--- src/design/nps_pkg.sv ---
`timescale 1ns / 1ps
// Shared constants, command/status structs and fixed-point helpers
// for the nearest-point screen pick block. No dependencies.
package nps_pkg;

   localparam int POINT_W    = 20;
   localparam int COORD_W    = 21;
   localparam int E_W        = 22;
   localparam int AXIS_W     = 20;
   localparam int PROD_W     = 42;
   localparam int ACC_W      = 44;
   localparam int Q_W        = 32;
   localparam int DIV_NUM_W  = 48;
   localparam int DIV_DEN_W  = 31;
   localparam int DIV_CNT_W  = 6;
   localparam int CSR_IDX_W  = 3;
   localparam int CSR_DATA_W = 64;

   // register indexes on the csr port
   localparam logic [CSR_IDX_W-1:0] CSR_EYE    = 3'd0;
   localparam logic [CSR_IDX_W-1:0] CSR_RIGHT  = 3'd1;
   localparam logic [CSR_IDX_W-1:0] CSR_UP     = 3'd2;
   localparam logic [CSR_IDX_W-1:0] CSR_VIEW   = 3'd3;
   localparam logic [CSR_IDX_W-1:0] CSR_NEAR   = 3'd4;
   localparam logic [CSR_IDX_W-1:0] CSR_CLICK  = 3'd5;
   localparam logic [CSR_IDX_W-1:0] CSR_RADIUS = 3'd6;
   localparam logic [CSR_IDX_W-1:0] CSR_PERSP  = 3'd7;

   // axis selection for the shared dot-product unit
   localparam logic [1:0] AXIS_VIEW  = 2'd0;
   localparam logic [1:0] AXIS_RIGHT = 2'd1;
   localparam logic [1:0] AXIS_UP    = 2'd2;

   // operand selection for the shared squaring multiplier
   localparam logic [1:0] SQ_DX = 2'd0;
   localparam logic [1:0] SQ_DY = 2'd1;
   localparam logic [1:0] SQ_R  = 2'd2;

   localparam logic signed [Q_W-1:0] Q_MAX = 32'sh7FFF_FFFF;
   localparam logic signed [Q_W-1:0] Q_MIN = 32'sh8000_0000;

   typedef struct packed {
      logic       load;
      logic       mac_clr;
      logic       mac_mul;
      logic       mac_add;
      logic [1:0] mac_k;
      logic [1:0] axis_sel;
      logic       depth_st;
      logic       proj_st;
      logic       proj_div;
      logic       proj_sel;
      logic       div_start;
      logic       rad_st;
      logic       sq_mul;
      logic [1:0] sq_sel;
      logic       sum_clr;
      logic       sum_add;
      logic       commit;
      logic       take;
      logic       emit;
   } nps_cmd_type;

   typedef struct packed {
      logic near_ok;
      logic persp;
      logic div_done;
      logic radius_ok;
      logic last;
   } nps_status_type;

   function automatic logic signed [Q_W-1:0] sat_q16(input logic signed [48:0] v);
      if (v > 49'sd2147483647)
         sat_q16 = Q_MAX;
      else if (v < -49'sd2147483648)
         sat_q16 = Q_MIN;
      else
         sat_q16 = v[Q_W-1:0];
   endfunction

   // Q.28 to Q15.16, round half up, saturate
   function automatic logic signed [Q_W-1:0] round_q16(input logic signed [45:0] v);
      logic signed [45:0] t;
      t = (v + 46'sd2048) >>> 12;
      round_q16 = sat_q16({{3{t[45]}}, t});
   endfunction

endpackage

--- src/design/nps_ctrl.sv ---
`timescale 1ns / 1ps
// Controller: sequences one point through the datapath and owns both handshakes.
// Uses nps_pkg.
module nps_ctrl (
   input  logic                     clock,
   input  logic                     reset,
   input  logic                     req_valid,
   output logic                     req_ready,
   output logic                     rsp_valid,
   input  logic                     rsp_ready,
   input  nps_pkg::nps_status_type  status,
   output nps_pkg::nps_cmd_type     cmd
);
   import nps_pkg::*;

   localparam logic [3:0] ST_IDLE   = 4'd0;
   localparam logic [3:0] ST_DOTV   = 4'd1;
   localparam logic [3:0] ST_DEPTH  = 4'd2;
   localparam logic [3:0] ST_NEAR   = 4'd3;
   localparam logic [3:0] ST_DOTR   = 4'd4;
   localparam logic [3:0] ST_PROJR  = 4'd5;
   localparam logic [3:0] ST_DIVR   = 4'd6;
   localparam logic [3:0] ST_DOTU   = 4'd7;
   localparam logic [3:0] ST_PROJU  = 4'd8;
   localparam logic [3:0] ST_DIVU   = 4'd9;
   localparam logic [3:0] ST_RAD    = 4'd10;
   localparam logic [3:0] ST_SQ     = 4'd11;
   localparam logic [3:0] ST_COMMIT = 4'd12;
   localparam logic [3:0] ST_SKIP   = 4'd13;
   localparam logic [3:0] ST_EMIT   = 4'd14;

   logic [3:0] state_ff, state_in;
   logic [1:0] cnt_ff, cnt_in;
   logic       rsp_valid_ff, rsp_valid_in;

   always_comb begin
      cmd      = '0;
      state_in = state_ff;
      cnt_in   = cnt_ff;
      unique case (state_ff)
         ST_IDLE: begin
            if (req_valid) begin
               cmd.load = 1'b1;
               cnt_in   = '0;
               state_in = ST_DOTV;
            end
         end
         ST_DOTV, ST_DOTR, ST_DOTU: begin
            cmd.mac_clr  = (cnt_ff == 2'd0);
            cmd.mac_mul  = (cnt_ff != 2'd3);
            cmd.mac_add  = (cnt_ff != 2'd0);
            cmd.mac_k    = cnt_ff;
            cmd.axis_sel = (state_ff == ST_DOTR) ? AXIS_RIGHT :
                           (state_ff == ST_DOTU) ? AXIS_UP : AXIS_VIEW;
            cnt_in = cnt_ff + 1'b1;
            if (cnt_ff == 2'd3) begin
               if (state_ff == ST_DOTV)
                  state_in = ST_DEPTH;
               else if (state_ff == ST_DOTR)
                  state_in = ST_PROJR;
               else
                  state_in = ST_PROJU;
            end
         end
         ST_DEPTH: begin
            cmd.depth_st = 1'b1;
            state_in     = ST_NEAR;
         end
         ST_NEAR: begin
            cnt_in   = '0;
            state_in = status.near_ok ? ST_DOTR : ST_SKIP;
         end
         ST_PROJR, ST_PROJU: begin
            cmd.proj_sel = (state_ff == ST_PROJU);
            cnt_in       = '0;
            if (status.persp) begin
               cmd.div_start = 1'b1;
               state_in      = (state_ff == ST_PROJU) ? ST_DIVU : ST_DIVR;
            end else begin
               cmd.proj_st = 1'b1;
               state_in    = (state_ff == ST_PROJU) ? ST_RAD : ST_DOTU;
            end
         end
         ST_DIVR, ST_DIVU: begin
            cmd.proj_sel = (state_ff == ST_DIVU);
            cnt_in       = '0;
            if (status.div_done) begin
               cmd.proj_st  = 1'b1;
               cmd.proj_div = 1'b1;
               state_in     = (state_ff == ST_DIVU) ? ST_RAD : ST_DOTU;
            end
         end
         ST_RAD: begin
            cmd.rad_st = 1'b1;
            cnt_in     = '0;
            state_in   = ST_SQ;
         end
         ST_SQ: begin
            cmd.sq_mul  = (cnt_ff != 2'd3);
            cmd.sq_sel  = (cnt_ff == 2'd0) ? SQ_DX : (cnt_ff == 2'd1) ? SQ_DY : SQ_R;
            cmd.sum_clr = (cnt_ff == 2'd0);
            cmd.sum_add = (cnt_ff == 2'd1) || (cnt_ff == 2'd2);
            cnt_in      = cnt_ff + 1'b1;
            if (cnt_ff == 2'd3)
               state_in = ST_COMMIT;
         end
         ST_COMMIT, ST_SKIP: begin
            cmd.commit = 1'b1;
            cmd.take   = (state_ff == ST_COMMIT) && status.radius_ok;
            state_in   = status.last ? ST_EMIT : ST_IDLE;
         end
         ST_EMIT: begin
            if (!rsp_valid_ff || rsp_ready) begin
               cmd.emit = 1'b1;
               state_in = ST_IDLE;
            end
         end
         default: state_in = ST_IDLE;
      endcase
   end

   assign rsp_valid_in = cmd.emit ? 1'b1 : (rsp_ready ? 1'b0 : rsp_valid_ff);

   always_ff @(posedge clock) begin
      if (reset) begin
         state_ff     <= ST_IDLE;
         cnt_ff       <= '0;
         rsp_valid_ff <= 1'b0;
      end else begin
         state_ff     <= state_in;
         cnt_ff       <= cnt_in;
         rsp_valid_ff <= rsp_valid_in;
      end
   end

   assign req_ready = (state_ff == ST_IDLE);
   assign rsp_valid = rsp_valid_ff;

`ifndef SYNTHESIS
   a_div_done_waited: assert property (@(posedge clock) disable iff (reset)
      status.div_done |-> (state_ff == ST_DIVR || state_ff == ST_DIVU))
      else $error("divider finished outside a wait state");
   a_accept_starts_dot: assert property (@(posedge clock) disable iff (reset)
      (req_valid && req_ready) |=> (state_ff == ST_DOTV))
      else $error("accepted request did not start the view dot product");
   a_emit_holds: assert property (@(posedge clock) disable iff (reset)
      (state_ff == ST_EMIT && rsp_valid_ff && !rsp_ready) |=> (state_ff == ST_EMIT))
      else $error("result emitted over a pending response");
`endif

endmodule

--- config.mk ---
export PLATFORM = sky130hd
export DESIGN_NAME = nps_ctrl
export DESIGN_NICKNAME = d
export VERILOG_FILES = /design/src/design/nps_pkg.sv /design/src/design/nps_ctrl.sv
export SDC_FILE = /design/constraint.sdc
export NUM_CORES = 1
export LEC_CHECK = 0
export BUFFER_PORTS_ARGS = -buffer_cell sky130_fd_sc_hd__buf_4
export CAP_MARGIN = 30
export CELL_PAD_IN_SITES_DETAIL_PLACEMENT = 0
export CELL_PAD_IN_SITES_GLOBAL_PLACEMENT = 1
export CORE_UTILIZATION = 30
export CTS_CLUSTER_SIZE = 30
export DETAILED_ROUTE_END_ITERATION = 10
export MAX_ROUTING_LAYER = met4
export PLACE_DENSITY = 0.85
export SLEW_MARGIN = 20
export SYNTH_ARGS = -nofsm -noshare
export SYNTH_HDL_FRONTEND = slang
export SYNTH_SLANG_ARGS = --single-unit
--- constraint.sdc ---
create_clock -name clock -period 1.7 [get_ports clock]
set_clock_uncertainty 0.05 [all_clocks]
set_input_delay 0.255 -clock clock [delete_from_list [all_inputs] [get_ports clock]]
set_output_delay 0.255 -clock clock [all_outputs]
set_load 0.05 [all_outputs]
==> run_results.csv, run 1 <==
group,metric,value,unit
setup_path,cp_num_buf_inv,3,
logic_synthesis,async_flop_share,0,
layout,final_cell_mix,"36 x buf_4, 28 x buf_6, 9 x nor2_2",
power,p_per_area,1650,nW/um^2
placed_design,dp_cells,197,
min_path,hold_path_class,"input pin to flop",
placed_design,portBuffers,32,
layout,nFillCells,205,
clocking,cts.sink_count,7,
detailed_routing,routedWlPerCell,16.0,um
power,ir_worst_vdd,1320,uV
logic_synthesis,post_synth.cell_area_avg,7.19,sq um
floorplan,die_w,55.8,um
setup_path,arrival,1.53,ns
floorplan,start_util,0.315,
detailed_routing,drt_iter0_drc,30,
floorplan,die_area,3120,sq um
timing,maxSlewHeadroom,0.698,
floorplan,core_region_area,2760,sq um
clocking,clock-root-buffer,"clkbuf_4",
logic_synthesis,ys_seq_area_frac,0.161,
setup_path,cp_cell_sequence,"buf_12 > and2b_1 > nand3_2 > buf_6 > nor2_1 > buf_6",
logic_synthesis,syn_nets,134,
clocking,clock_path_buffers,2,
timing,drv_slew,0,
setup_path,cpPeakStageDelay,0.34,ns
setup_path,path_class,"flop to output pin",
grt,grt_overflow,0,
setup_path,slowest_stage,"dfxtp_2",
layout,antenna_cells,0,
timing,tns,-1.39,ns
grt,antenna_found_initial,0,
grt,grt_max_degree,11,
timing,fmax,544,MHz
setup_path,cp.required,1.39,ns
power,p_leak,0.000738,uW
logic_synthesis,yosysUniqueCellTypes,45,
layout,areaGrowthSynthToFinish,108,%
timing,hold_viol_final,0,
setup_path,r2r_slack,-0.10,ns
detailed_routing,vias,1144,
setup_path,reg2reg_to,"state_ff[1]$_SDFFE_PP0P_",
timing,timing.final.crit_share,1.08,
logic_synthesis,yosys_most_used_dff,"dfxtp_1",
setup_path,crit_family,"buffers and inverters",
timing,tightestPinTransition,0.452,ns
placed_design,place_hpwl,2170,um
layout,multi_input_area,883,sq um
grt,grt_pass1_wl,5300,um
clocking,clk_pin_slew_worst_paths,0.06,ns
timing,setup_ws,-0.137,ns
timing,setup_viol,17,
setup_path,worstPathMaxFanout,10,
logic_synthesis,netlist_area,870,sq um
detailed_routing,drt_first_pass_iters,4,
setup_path,r2r_cells,6,
setup_path,worstReg2RegStart,"state_ff[1]$_SDFFE_PP0P_",
min_path,hp-start,"reset",
logic_synthesis,synth_edf_count,0,
grt,grt_use_total,0.222,
layout,drive_gt1_frac,0.659,
floorplan,die_y,55.8,um
logic_synthesis,netlist_instances,121,
floorplan,rows,19,
detailed_routing,ant_nets,0,
setup_path,start_kind,"flop",
floorplan,io_pins,33,
clocking,insertion_delay,0.26,ns
detailed_routing,post-route-drc-count,0,
detailed_routing,routed_wl,3410,um
layout,seqCellArea,153,sq um
flow_run,drv_cap,0,
setup_path,crit_path_frequent_cell,"buf_6",
logic_synthesis,ys_ff_latch,7,
outcome,status,"complete, but fails checks",
clocking,htreeDepth,1,
layout,fin_cells,213,
min_path,min_to,"state_ff[2]$_SDFFE_PP0P_",
layout,final_nets,196,
timing,final.min_clock_period,1.84,ns
detailed_routing,vias_per_cell,5.37,
timing,rsz0062_at_grt,"true",
clocking,cts_buffers,3,
clocking,cts_tree,"built",
setup_path,cp-end-kind,"output pin",
logic_synthesis,ys_warn_count,0,
grt,grt_pass1_vias,1144,
outcome,violations,"setup timing",
placed_design,gp_congestion,0.915,
min_path,holdPathStages,2,
layout,final_common_cell,"buf_4",
==> synthesized netlist by cell type (3+ instances only) <==
library cell   n  area [sq um]
inv_1          9          33.8
o21ai_0        3          15.0
nor2_1        17          63.8
a21oi_1        8          40.0
buf_2          5          25.0
nor3_1        10          50.1
dfxtp_1        7           140
nand2_1       10          37.5
ha_1           4          50.1
nor2b_1        5          31.3
==> sequential cells by signal, indices dropped and copies added, names as in the netlist <==
name	flops
state_ff	4
cnt_ff	2
rsp_valid	1
==> metal layers <==
| layer | up-vias | wire, um | GRT usage |
|---|---|---|---|
| li1 | 552 | - | - |
| met1 | 555 | 1410 | 0.276 |
| met2 | 29 | 1840 | 0.377 |
| met3 | 8 | 108 | 0.0256 |
| met4 | 0 | 61 | 0.0697 |
| met5 | - | 0 | - |
==> area by class of cell <==
class / instances / share of cell area
well taps: 31 / 0.0215
inverters: 9 / 0.0208
repair buffers: 68 / 0.370
clock buffers: 4 / 0.0145
multi-input cells: 94 / 0.489
flip-flops and latches: 7 / 0.0845
==> logic make-up (layout without fill, tap and decap cells) <==
logic type      count (synthesis)  in the layout  synth area share
fa+ha+maj                       4              4            0.0576
mux                             2              2            0.0230
xor+xnor                        1              1            0.0101
flops                           7              7             0.161
buf+inv                        20             81             0.115
compound gates                 29             29             0.269
simple gates                   58             58             0.364
==> how the worst max path moves through the flow <==
stage	start	endpoint	slack (ns)	depth (start not counted)
final	state_ff[2]$_SDFFE_PP0P_	cmd[5]	-0.14	6
after global routing	state_ff[2]$_SDFFE_PP0P_	cmd[6]	-0.17	6
after CTS	state_ff[2]$_SDFFE_PP0P_	cmd[6]	-0.12	6
after detailed placement	state_ff[1]$_SDFFE_PP0P_	state_ff[1]$_SDFFE_PP0P_	-0.05	5
after global placement	state_ff[1]$_SDFFE_PP0P_	state_ff[1]$_SDFFE_PP0P_	0.01	5
after floorplan	state_ff[0]$_SDFFE_PP0P_	cmd[21]	-0.39	4
==> through the flow <==
step	worst slack (ns)	area [sq um]	util	total power, uW	hold slack (ns)
floorplan	-0.389	972	-	1620	0.432
global placement	0.0136	1380	0.499	2130	0.442
detailed placement	-0.0473	1380	0.499	2170	0.451
CTS	-0.124	1630	0.590	2670	0.175
global route	-0.171	1810	0.655	3120	0.180
finish	-0.137	1810	0.655	2990	0.178
==> worst reg2reg max path, cell delays in order (launching register included) <==
cell,delay (ns)
dfxtp_4,0.42
buf_6,0.12
and4bb_4,0.25
a31oi_4,0.05
o221ai_1,0.40
nor2_2,0.11
a2111oi_2,0.30
==> timing repair <==
action,4_1_cts,5_1_grt
setup buffers,9,3
hold buffers,0,0
resized for setup,35,35
pin swaps,9,11
gates cloned,1,0
setup endpoints to repair,23,24
==> power by group <==
part / leakage (uW) / switching (uW) / internal [uW]
registers: 0.0000597 / 73.3 / 228
logic: 0.000664 / 1390 / 1140
clock network: 0.0000150 / 67.0 / 89.9
Note: power is estimated with default switching activity, not from simulation.
==> run 2: changes to the inputs <==
--- a/config.mk
+++ b/config.mk
@@ -7,14 +7,15 @@
 export LEC_CHECK = 0
 export BUFFER_PORTS_ARGS = -buffer_cell sky130_fd_sc_hd__buf_4
 export CAP_MARGIN = 30
-export CELL_PAD_IN_SITES_DETAIL_PLACEMENT = 0
+export CELL_PAD_IN_SITES_DETAIL_PLACEMENT = 1
 export CELL_PAD_IN_SITES_GLOBAL_PLACEMENT = 1
 export CORE_UTILIZATION = 30
 export CTS_CLUSTER_SIZE = 30
 export DETAILED_ROUTE_END_ITERATION = 10
 export MAX_ROUTING_LAYER = met4
-export PLACE_DENSITY = 0.85
+export PLACE_DENSITY_LB_ADDON = 0.1
 export SLEW_MARGIN = 20
 export SYNTH_ARGS = -nofsm -noshare
 export SYNTH_HDL_FRONTEND = slang
 export SYNTH_SLANG_ARGS = --single-unit
+export TNS_END_PERCENT = 30
==> run_results.csv, run 2 (synthesized netlist as in run 1, its figures left out) <==
group,metric,value,unit
setup_path,slowest_stage,"dfxtp_4",
placed_design,portBuffers,32,
power,intPower,1260,uW
setup_path,reg2reg_to,"state_ff[1]$_SDFFE_PP0P_",
layout,largest_register_ffs,4,
outcome,violations,"setup timing",
detailed_routing,vias_per_cell,5.49,
floorplan,die_area,3120,sq um
outcome,status,"complete, but fails checks",
timing,timing.final.crit_share,1.12,
timing,fmax,526,MHz
detailed_routing,wl_met2,1840,um
timing,setup_ws,-0.201,ns
timing,tns,-2.26,ns
grt,grt_pass1_vias,1090,
detailed_routing,routedWlPerCell,17.8,um
flow_run,drv_cap,0,
setup_path,crit_end,"cmd[19]",
clocking,clk_pin_slew_worst_paths,0.06,ns
placed_design,dp_cells,198,
floorplan,rows,19,
timing,fin_hold_ws,0.165,ns
setup_path,worstPathMaxFanout,6,
timing,hold_viol_final,0,
timing,maxSlewHeadroom,0.722,
detailed_routing,routed_wl,3680,um
power,p_comb_frac,0.828,
power,p_per_area,1670,nW/um^2
clocking,htreeDepth,1,
floorplan,io_pins,33,
detailed_routing,drt_iter0_drc,29,
detailed_routing,ant_nets,0,
placed_design,place_hpwl,2530,um
layout,fin_cells,207,
power,p_leak,0.000680,uW
floorplan,core_region_area,2760,sq um
detailed_routing,wl_met3,124,um
clocking,clock_path_buffers,2,
clocking,cts_tree,"built",
grt,grt_pass1_wl,5420,um
grt,grt_use_total,0.232,
clocking,cts_buffers,3,
setup_path,start_kind,"flop",
layout,drive_gt1_frac,0.642,
min_path,hold_path_class,"input pin to flop",
grt,antenna_found_initial,0,
timing,final.min_clock_period,1.90,ns
layout,final_nets,190,
setup_path,path_class,"flop to output pin",
setup_path,worstReg2RegStart,"state_ff[2]$_SDFFE_PP0P_",
floorplan,die_w,55.8,um
setup_path,r2r_cells,7,
setup_path,startpoint,"state_ff[2]$_SDFFE_PP0P_",
detailed_routing,drt_first_pass_iters,4,
layout,areaGrowthSynthToFinish,89.9,%
layout,final_common_cell,"buf_4",
power,power.total,2760,uW
grt,grt_max_degree,12,
power,swShare,0.542,
setup_path,cp.required,1.39,ns
setup_path,arrival,1.60,ns
timing,drv_slew,0,
detailed_routing,post-route-drc-count,0,
setup_path,r2r_slack,-0.18,ns
setup_path,cpPeakStageDelay,0.36,ns
clocking,insertion_delay,0.28,ns
power,switching_power,1500,uW
layout,final_cell_mix,"36 x buf_4, 25 x buf_6, 10 x nor2_1",
setup_path,cp-end-kind,"output pin",
setup_path,cp_cell_sequence,"buf_4 > xnor2_2 > mux2i_4 > nor3_2 > buf_6",
detailed_routing,routed.top_layer,"met4",
power,pwr-share-clk,0.061,
placed_design,gp_congestion,0.928,
detailed_routing,met1_length,1630,um
timing,tightestPinTransition,0.408,ns
floorplan,start_util,0.315,
timing,setup_viol,20,
detailed_routing,vias,1137,
clocking,clock-root-buffer,"clkbuf_4",
floorplan,die_y,55.8,um
grt,grt_overflow,0,
power,seqPwrFrac,0.111,
layout,antenna_cells,0,
power,ir_worst_vdd,1380,uV
timing,rsz0062_at_grt,"true",
layout,top_register,"state_ff",
clocking,cts.sink_count,7,
[run 2: critical path, delay by kind of cell (launching register included)]
family	cells	cell delay [ns]
xor gates and xnor gates	1	0.24
and+or+nand+nor	1	0.19
buffers and inverters	2	0.34
DFF	1	0.36
muxes	1	0.19
[run 2: power by group through the flow]
stage                     clock (uW)  sequential [uW]  combinational, uW
after floorplan                    0              248               1340
after global placement             0              271               1800
after detailed placement           0              278               1850
after CTS                        168              298               2060
after global routing             180              316               2400
final                            169              306               2290
[run 2: final cells by class]
class                   instances  area (sq um)
multi-input cells              94           832
clock buffers                   3          22.5
clock inverters                 1          5.00
fillers                       328          1110
well taps                      31          38.8
flip-flops and latches          7           153
repair buffers                 62           567
inverters                       9          33.8
[run 2: metrics by stage]
step | instance area [sq um] | util | setup WS (ns)
6_report | 1650 | 0.599 | -0.201
3_5_place_dp | 1340 | 0.486 | -0.201
2_1_floorplan | 941 | - | -0.389
5_1_grt | 1650 | 0.599 | -0.264
4_1_cts | 1520 | 0.551 | -0.128
3_3_place_gp | 1340 | 0.486 | -0.137
[run 2: metal layers]
metal  track usage  up-vias
met5             -        -
met4        0.0767        0
met3        0.0256       11
met2         0.368       37
met1         0.309      552
li1              -      537
[run 2: how the worst min path moves through the flow]
stage / start / to / cells after the start
after global routing: reset / state_ff[1]$_SDFFE_PP0P_ / 2
final: reset / state_ff[1]$_SDFFE_PP0P_ / 2
after detailed placement: reset / state_ff[1]$_SDFFE_PP0P_ / 2
after global placement: reset / cnt_ff[0]$_SDFFE_PP0P_ / 2
after floorplan: cnt_ff[0]$_SDFFE_PP0P_ / cnt_ff[0]$_SDFFE_PP0P_ / 2
after CTS: reset / state_ff[1]$_SDFFE_PP0P_ / 2
[run 2: timing repair]
action,in CTS,in global routing
pin swaps,5,5
buffers inserted,2,3
hold buffers,0,0
gates cloned,0,0
resized for setup,38,28
setup endpoints to repair,27,25
==> run 3: changes to the inputs <==
--- a/config.mk
+++ b/config.mk
@@ -10,10 +10,13 @@
 export CELL_PAD_IN_SITES_DETAIL_PLACEMENT = 1
 export CELL_PAD_IN_SITES_GLOBAL_PLACEMENT = 1
 export CORE_UTILIZATION = 30
+export CTS_BUF_LIST = sky130_fd_sc_hd__clkbuf_4 sky130_fd_sc_hd__clkbuf_8 sky130_fd_sc_hd__clkbuf_16
+export CTS_CLUSTER_DIAMETER = 40
 export CTS_CLUSTER_SIZE = 30
 export DETAILED_ROUTE_END_ITERATION = 10
 export MAX_ROUTING_LAYER = met4
 export PLACE_DENSITY_LB_ADDON = 0.1
+export SETUP_SLACK_MARGIN = 0.2
 export SLEW_MARGIN = 20
 export SYNTH_ARGS = -nofsm -noshare
 export SYNTH_HDL_FRONTEND = slang
==> run_results.csv, run 3 (synthesized netlist as in run 1, its figures left out) <==
group,metric,value,unit
clocking,cts_tree,"built",
clocking,htreeDepth,1,
clocking,clock_path_buffers,2,
layout,seqCellArea,153,sq um
outcome,status,"complete, but fails checks",
timing,fin_hold_ws,0.167,ns
layout,areaGrowthSynthToFinish,96.0,%
timing,timing.final.crit_share,1.09,
layout,largest_register_ffs,4,
timing,setup_ws,-0.146,ns
min_path,holdPathStages,2,
timing,tns,-1.34,ns
timing,final.min_clock_period,1.85,ns
clocking,cts.sink_count,7,
power,p_leak,0.000709,uW
power,p_per_area,1640,nW/um^2
clocking,cts_buffers,3,
grt,grt_overflow,0,
layout,final_cell_mix,"35 x buf_4, 27 x buf_6, 9 x nor2_1",
floorplan,io_pins,33,
grt,grt_max_degree,12,
timing,tightestPinTransition,0.423,ns
setup_path,worstPathMaxFanout,6,
setup_path,reg2reg_to,"state_ff[1]$_SDFFE_PP0P_",
floorplan,rows,19,
floorplan,die_w,55.8,um
floorplan,die_y,55.8,um
layout,nFillCells,321,
detailed_routing,ant_nets,0,
layout,multi_input_area,848,sq um
min_path,hp-start,"reset",
timing,drv_slew,0,
detailed_routing,post-route-drc-count,0,
timing,rsz0062_at_grt,"true",
layout,top_register,"state_ff",
timing,fmax,542,MHz
setup_path,cp_num_buf_inv,3,
detailed_routing,vias_per_cell,5.46,
grt,antenna_found_initial,0,
placed_design,portBuffers,32,
setup_path,cp-end-kind,"output pin",
layout,antenna_cells,0,
clocking,clk_pin_slew_worst_paths,0.06,ns
setup_path,slowest_stage,"dfxtp_4",
min_path,min_to,"state_ff[1]$_SDFFE_PP0P_",
timing,hold_viol_final,0,
setup_path,cp_cell_sequence,"buf_6 > and2b_1 > nand3_2 > buf_6 > nor3_4 > buf_6",
setup_path,cp.required,1.39,ns
clocking,clock-root-buffer,"clkbuf_4",
placed_design,place_hpwl,2570,um
floorplan,start_util,0.315,
power,ir_worst_vdd,1300,uV
setup_path,cpPeakStageDelay,0.37,ns
setup_path,r2r_cells,5,
detailed_routing,routedWlPerCell,18.1,um
setup_path,crit_family,"buffers and inverters",
setup_path,start_kind,"flop",
timing,maxSlewHeadroom,0.716,
clocking,insertion_delay,0.27,ns
setup_path,startpoint,"state_ff[2]$_SDFFE_PP0P_",
detailed_routing,vias,1142,
setup_path,worstReg2RegStart,"state_ff[1]$_SDFFE_PP0P_",
setup_path,arrival,1.54,ns
setup_path,path_class,"flop to output pin",
detailed_routing,drt_first_pass_iters,4,
timing,setup_viol,18,
setup_path,r2r_slack,-0.06,ns
min_path,hold_path_class,"input pin to flop",
setup_path,crit_path_frequent_cell,"buf_6",
layout,drive_gt1_frac,0.669,
layout,final_nets,192,
flow_run,drv_cap,0,
setup_path,cp.depth,6,
outcome,violations,"setup timing",
floorplan,core_region_area,2760,sq um
grt,grt_use_total,0.251,
grt,grt_pass1_wl,5930,um
detailed_routing,routed_wl,3780,um
floorplan,die_area,3120,sq um
placed_design,gp_congestion,0.851,
grt,grt_pass1_vias,1221,
detailed_routing,drt_iter0_drc,42,
layout,final_common_cell,"buf_4",
==> run 3: cell count changes in the layout (fill, tap and decap cells not counted), sizes merged <==
cell	change
clkinvlp	+1
clkinv	-1
inv	-1
clkbuf	+1
buf	+2
==> run 3: stage by stage <==
step	instances	util	area, sq um	power [uW]	worst slack (ns)
2_1_floorplan	121	-	1000	1680	-0.155
3_3_place_gp	198	0.496	1370	2120	-0.0690
3_5_place_dp	198	0.496	1370	2170	-0.112
4_1_cts	209	0.598	1650	2670	-0.100
5_1_grt	209	0.618	1700	2940	-0.188
6_report	209	0.618	1700	2790	-0.146
==> run 3: layer usage <==
metal  routed length [um]  vias to the layer above  GRT usage
li1                     -                      540          -
met5                    0                        -          -
met3                  109                       13     0.0395
met1                 1650                      561      0.297
met4                  126                        0      0.105
met2                 1890                       28      0.423
==> run 3: timing repair <==
action                                  4_1_cts  5_1_grt
endpoints found under the setup margin       29       29
buffers inserted                              7        0
resized for setup                            51       13
hold buffers                                  0        0
pin swaps                                     9        2
endpoints found under the hold margin         0        0
==> run 3: where the power goes <==
group	internal (uW)	total [uW]	switching (uW)
Clock	106	179	73.2
Sequential	227	328	101
Combinational	970	2280	1310
==> run 3: worst max-delay path by stage <==
stage	to	slack [ns]
3_3_place_gp	cnt_ff[1]$_SDFFE_PP0P_	-0.07
2_1_floorplan	cmd[21]	-0.15
5_1_grt	cmd[6]	-0.19
6_report	cmd[6]	-0.15
3_5_place_dp	cnt_ff[1]$_SDFFE_PP0P_	-0.11
4_1_cts	cmd[6]	-0.1
==> run 3: area by class of cell <==
type,instances,area share
Clock buffer,4,0.0176
Multi-Input combinational cell,94,0.498
Inverter,9,0.0220
Timing Repair Buffer,64,0.350
Tap cell,31,0.0228
Sequential cell,7,0.0896
